`config.mk`:
```
export PLATFORM = sky130hd
export DESIGN_NAME = ppab_ctrl
export DESIGN_NICKNAME = d
export VERILOG_FILES = /design/src/rtl/ppab_pkg.sv /design/src/rtl/ppab_ctrl.sv
export SDC_FILE = /design/constraint.sdc
export NUM_CORES = 1
export LEC_CHECK = 0
export ABC_AREA = 1
export ABC_CLOCK_PERIOD_IN_PS = 1500
export BUFFER_PORTS_ARGS = -buffer_cell sky130_fd_sc_hd__buf_4
export CAP_MARGIN = 25
export CORE_AREA = 2 2 39 41
export CTS_CLUSTER_SIZE = 25
export DETAILED_ROUTE_END_ITERATION = 10
export DIE_AREA = 0 0 41 43
export GPL_ROUTABILITY_DRIVEN = 0
export GPL_TIMING_DRIVEN = 0
export SKIP_CTS_REPAIR_TIMING = 1
export SLEW_MARGIN = 5
export SYNTH_ARGS = -nofsm -noshare
export SYNTH_HDL_FRONTEND = slang
export SYNTH_SLANG_ARGS = --single-unit
```
`constraint.sdc`:
```
create_clock -name clock -period 1.5 [get_ports clock]
set_input_delay 0.15 -clock clock [delete_from_list [all_inputs] [get_ports clock]]
set_output_delay 0.15 -clock clock [all_outputs]
set_load 0.005 [all_outputs]
```
`src/rtl/ppab_pkg.sv`:
```
// Shared constants, request codes and controller/datapath command types for the sample buffer.
package ppab_pkg;

   localparam int unsigned HALF_DEPTH  = 256;
   localparam int unsigned STORE_DEPTH = 2 * HALF_DEPTH;
   localparam int unsigned ADDR_W      = $clog2(STORE_DEPTH);

   localparam int unsigned SAMPLE_W   = 8;
   localparam int unsigned INDEX_W    = 9;
   localparam int unsigned KIND_W     = 2;
   localparam int unsigned CSR_ADDR_W = 3;
   localparam int unsigned CSR_DATA_W = 32;

   localparam logic [ADDR_W-1:0] HALF_POS  = ADDR_W'(HALF_DEPTH);
   localparam logic [ADDR_W-1:0] LAST_ADDR = ADDR_W'(STORE_DEPTH - 1);
   localparam logic [ADDR_W:0]   HALF_EXT  = (ADDR_W + 1)'(HALF_DEPTH);
   localparam logic [ADDR_W:0]   STORE_EXT = (ADDR_W + 1)'(STORE_DEPTH);

   // register index as decoded from paddr[2]
   localparam logic CSR_IDX_MONO = 1'b0;

   typedef enum logic [KIND_W-1:0] {
      REQ_WRITE   = 2'd0,
      REQ_TICK    = 2'd1,
      REQ_ACK     = 2'd2,
      REQ_RESTART = 2'd3
   } req_kind_type;

   typedef struct packed {
      logic take;         // request transaction accepted this cycle
      logic load_direct;  // load output register with a non-tick result
      logic load_tick;    // load output register from the store read data
   } ppab_cmd_type;

   typedef struct packed {
      logic req_valid;
      logic req_is_tick;
      logic out_full;
      logic rsp_ready;
   } ppab_sts_type;

endpackage

```
`src/rtl/ppab_ctrl.sv`:
```
// Controller state machine: request acceptance and output register loading.
module ppab_ctrl import ppab_pkg::*; (
   input  logic         clock,
   input  logic         reset,
   input  ppab_sts_type sts,
   output ppab_cmd_type cmd,
   output logic         req_ready
);

   typedef enum logic [1:0] {
      S_IDLE = 2'b01,
      S_READ = 2'b10
   } ctrl_state_type;

   ctrl_state_type state_ff;
   ctrl_state_type state_in;
   logic           out_free;

   // output register is free if empty or being drained this cycle
   assign out_free = !sts.out_full || sts.rsp_ready;

   always_comb begin
      state_in  = state_ff;
      req_ready = 1'b0;
      cmd       = '0;
      unique case (state_ff)
         S_IDLE: begin
            req_ready = out_free;
            if (sts.req_valid && out_free) begin
               cmd.take = 1'b1;
               if (sts.req_is_tick) begin
                  state_in = S_READ;
               end else begin
                  cmd.load_direct = 1'b1;
               end
            end
         end
         S_READ: begin
            if (out_free) begin
               cmd.load_tick = 1'b1;
               state_in      = S_IDLE;
            end
         end
         default: begin
            state_in = S_IDLE;
         end
      endcase
   end

   always_ff @(posedge clock) begin
      if (reset) begin
         state_ff <= S_IDLE;
      end else begin
         state_ff <= state_in;
      end
   end

`ifndef SYNTHESIS
   a_no_accept_in_read: assert property (@(posedge clock) disable iff (reset)
      state_ff == S_READ |-> !req_ready)
      else $error("request accepted while a tick read is pending");

   a_tick_goes_read: assert property (@(posedge clock) disable iff (reset)
      cmd.take && sts.req_is_tick |=> state_ff == S_READ)
      else $error("tick transaction did not start a store read");

   a_load_only_when_free: assert property (@(posedge clock) disable iff (reset)
      (cmd.load_direct || cmd.load_tick) |-> out_free)
      else $error("output register overwritten before it was taken");
`endif

endmodule

```
==> qor.yml <==
ys_async_sr_fraction_pct: 0
synth_edf_count: 0
status: "complete, no violations"
grt_overflow_total: 0
avgRoutedWirePerCell_microns: 5.88
ys_seq_area_share_pct: 32.3
ir_drop_mv: 0.117
reg.largest.list: "state_ff: 2 flops"
post-dp-hpwl_microns: 241
syn_area_sq_um: 124
utilization_pct: 16.9
drive_gt1_share_pct: 50.0
wl_microns: 282
synth.ff_latch_count: 2
finalSetupTns_ns: 0
ant_nets: 0
clk_latency_ns: 0.23
start_util_pct: 8.95
tightest_slew_ns: 0.117
area_growth_pct: 88.9
synth_top_area_share_pct: 32.3
cts_buffer_depth: 2
grt_start_max_net_pins: 4
grt_pass1_wl_microns: 496
die_h_microns: 43
drt-initial-drc-count: 1
grtUsageTotal_pct: 4.90
dr.pass1.iters: 2
final_cells: 48
grt_pass1_vias: 165
cpPeakStageDelay_ns: 0.29
hold_viol: 0
rows: 14
crit_fanout: 3
syn_nets: 26
syn_area_per_cell_sq_um: 6.19
antenna_cells: 0
yosys-top-cells-area: "dfxtp_1 32%, inv_1 12%, nand2_1 12%, nor2_1 9.1%, nor3_2 8.1%"
synth_largest_area_cell: "dfxtp_1"
ios: 10
required_ns: 1.35
end_kind: "primary output"
yosys_warnings: 0
crit_family: "flip-flops"
synth_common_cells: "4 x inv_1, 4 x nand2_1, 3 x nor2_1, 2 x dfxtp_1"
path_common_cell: "inv_1"
critPathSlowestCell: "dfxtp_1"
cts_max_level: 1
numCtsBuffers: 3
cap_violations: 0
clk_pin_slew_ns: 0.03
worstPathCellList: "inv_1, nor2_2, inv_1, nor3_2, buf_4"
leakage_nw: 0.137
path_buf_inv: 3
yosysUniqueCellTypes: 11
syn_inst: 20
vias_per_cell: 3.27
relSlewSlack_pct: 92.2
setup_violations: 0
die_area_sq_um: 1760
min_path_type: "input port to flip-flop"
nets: 40
largest_register_ffs: 2
cts_sinks: 2
crit_path_start_kind: "flip-flop"
layout_worst_path_cycle_share_pct: 77.9
ys.flop_type: "dfxtp_1"
rsz0062_at_grt: "false"
final.setup_skew_ns: 0.000904
fmax_mhz: 856
drc: 0
layout_min_cycle_time_ns: 1.17
crit_type: "flip-flop to primary output"
vias: 157
regMostFlops: "state_ff"
cts_tree: "built"
final_max_slew_viol_count: 0
core_region_area_sq_um: 1380
placed_cells: 45
r2r_slack_ns: 0.72
io_buffers: 9
cp_data_arrival_time_ns: 1.02
cts-root-buf: "clkbuf_4"
antenna_found_initial: 0
p_per_area_nw_per_um2: 916
die_width_microns: 41
-- metal layers --
layer	share of wire [%]	global-route usage [%]	vias up
met5	0	0	-
met3	7.8	1.57	2
li1	-	-	84
met1	29	2.55	65
met2	57	7.19	6
met4	6.7	10.0	0
-- stage by stage --
stage	worst slack [ns]	instance area [sq um]	hold slack, ns	total power [mW]
global placement	0.560	211	0.317	0.0954
global route	0.236	234	0.0929	0.231
CTS	0.308	234	0.0798	0.223
floorplan	0.699	124	0.219	0.0734
finish	0.332	234	0.0873	0.214
detailed placement	0.554	211	0.320	0.0959
-- power breakdown --
group | total (mW) | internal [mW] | switching, mW
sequential | 0.0568 | 0.0557 | 0.00105
combinational | 0.0377 | 0.0214 | 0.0163
clock | 0.120 | 0.0883 | 0.0316
total | 0.214 | 0.165 | 0.0489
-- kinds of logic after synthesis --
group                  Yosys count  synth area share, %
AOI/OAI and AO/OA                1                 4.04
buffers and inverters            5                 15.1
DFF                              2                 32.3
and+or+nand+nor                 12                 48.5
-- cell type report --
class                           instances  area [sq um]
Clock buffer                            3          22.5
Fill cell                             163          1150
Sequential cell                         2          40.0
Inverter                                5          18.8
Timing Repair Buffer                    9          67.6
Multi-Input combinational cell         13          65.1
Tap cell                               16          20.0
-- layout by cell type (no fill, tap or decap) --
cell / count
nand4_1: 1
nor2_1: 3
buf_4: 9
a21oi_1: 1
inv_1: 4
dfxtp_1: 2
nand2_1: 4
nand3_1: 1
inv_2: 1
nor3_2: 1
nand2_2: 1
clkbuf_4: 3
nor2_2: 1
-- path summary, 6_finish.rpt --
path / startpoint / endpoint / cells past startpoint
worst max-delay path: state_ff[0] / cmd[1] / 5
worst min-delay path: reset / state_ff[1] / 2
worst max register to register: state_ff[0] / state_ff[0] / 5
worst min register to register: state_ff[1] / state_ff[1] / 2
(Power assumes the default switching activity.)
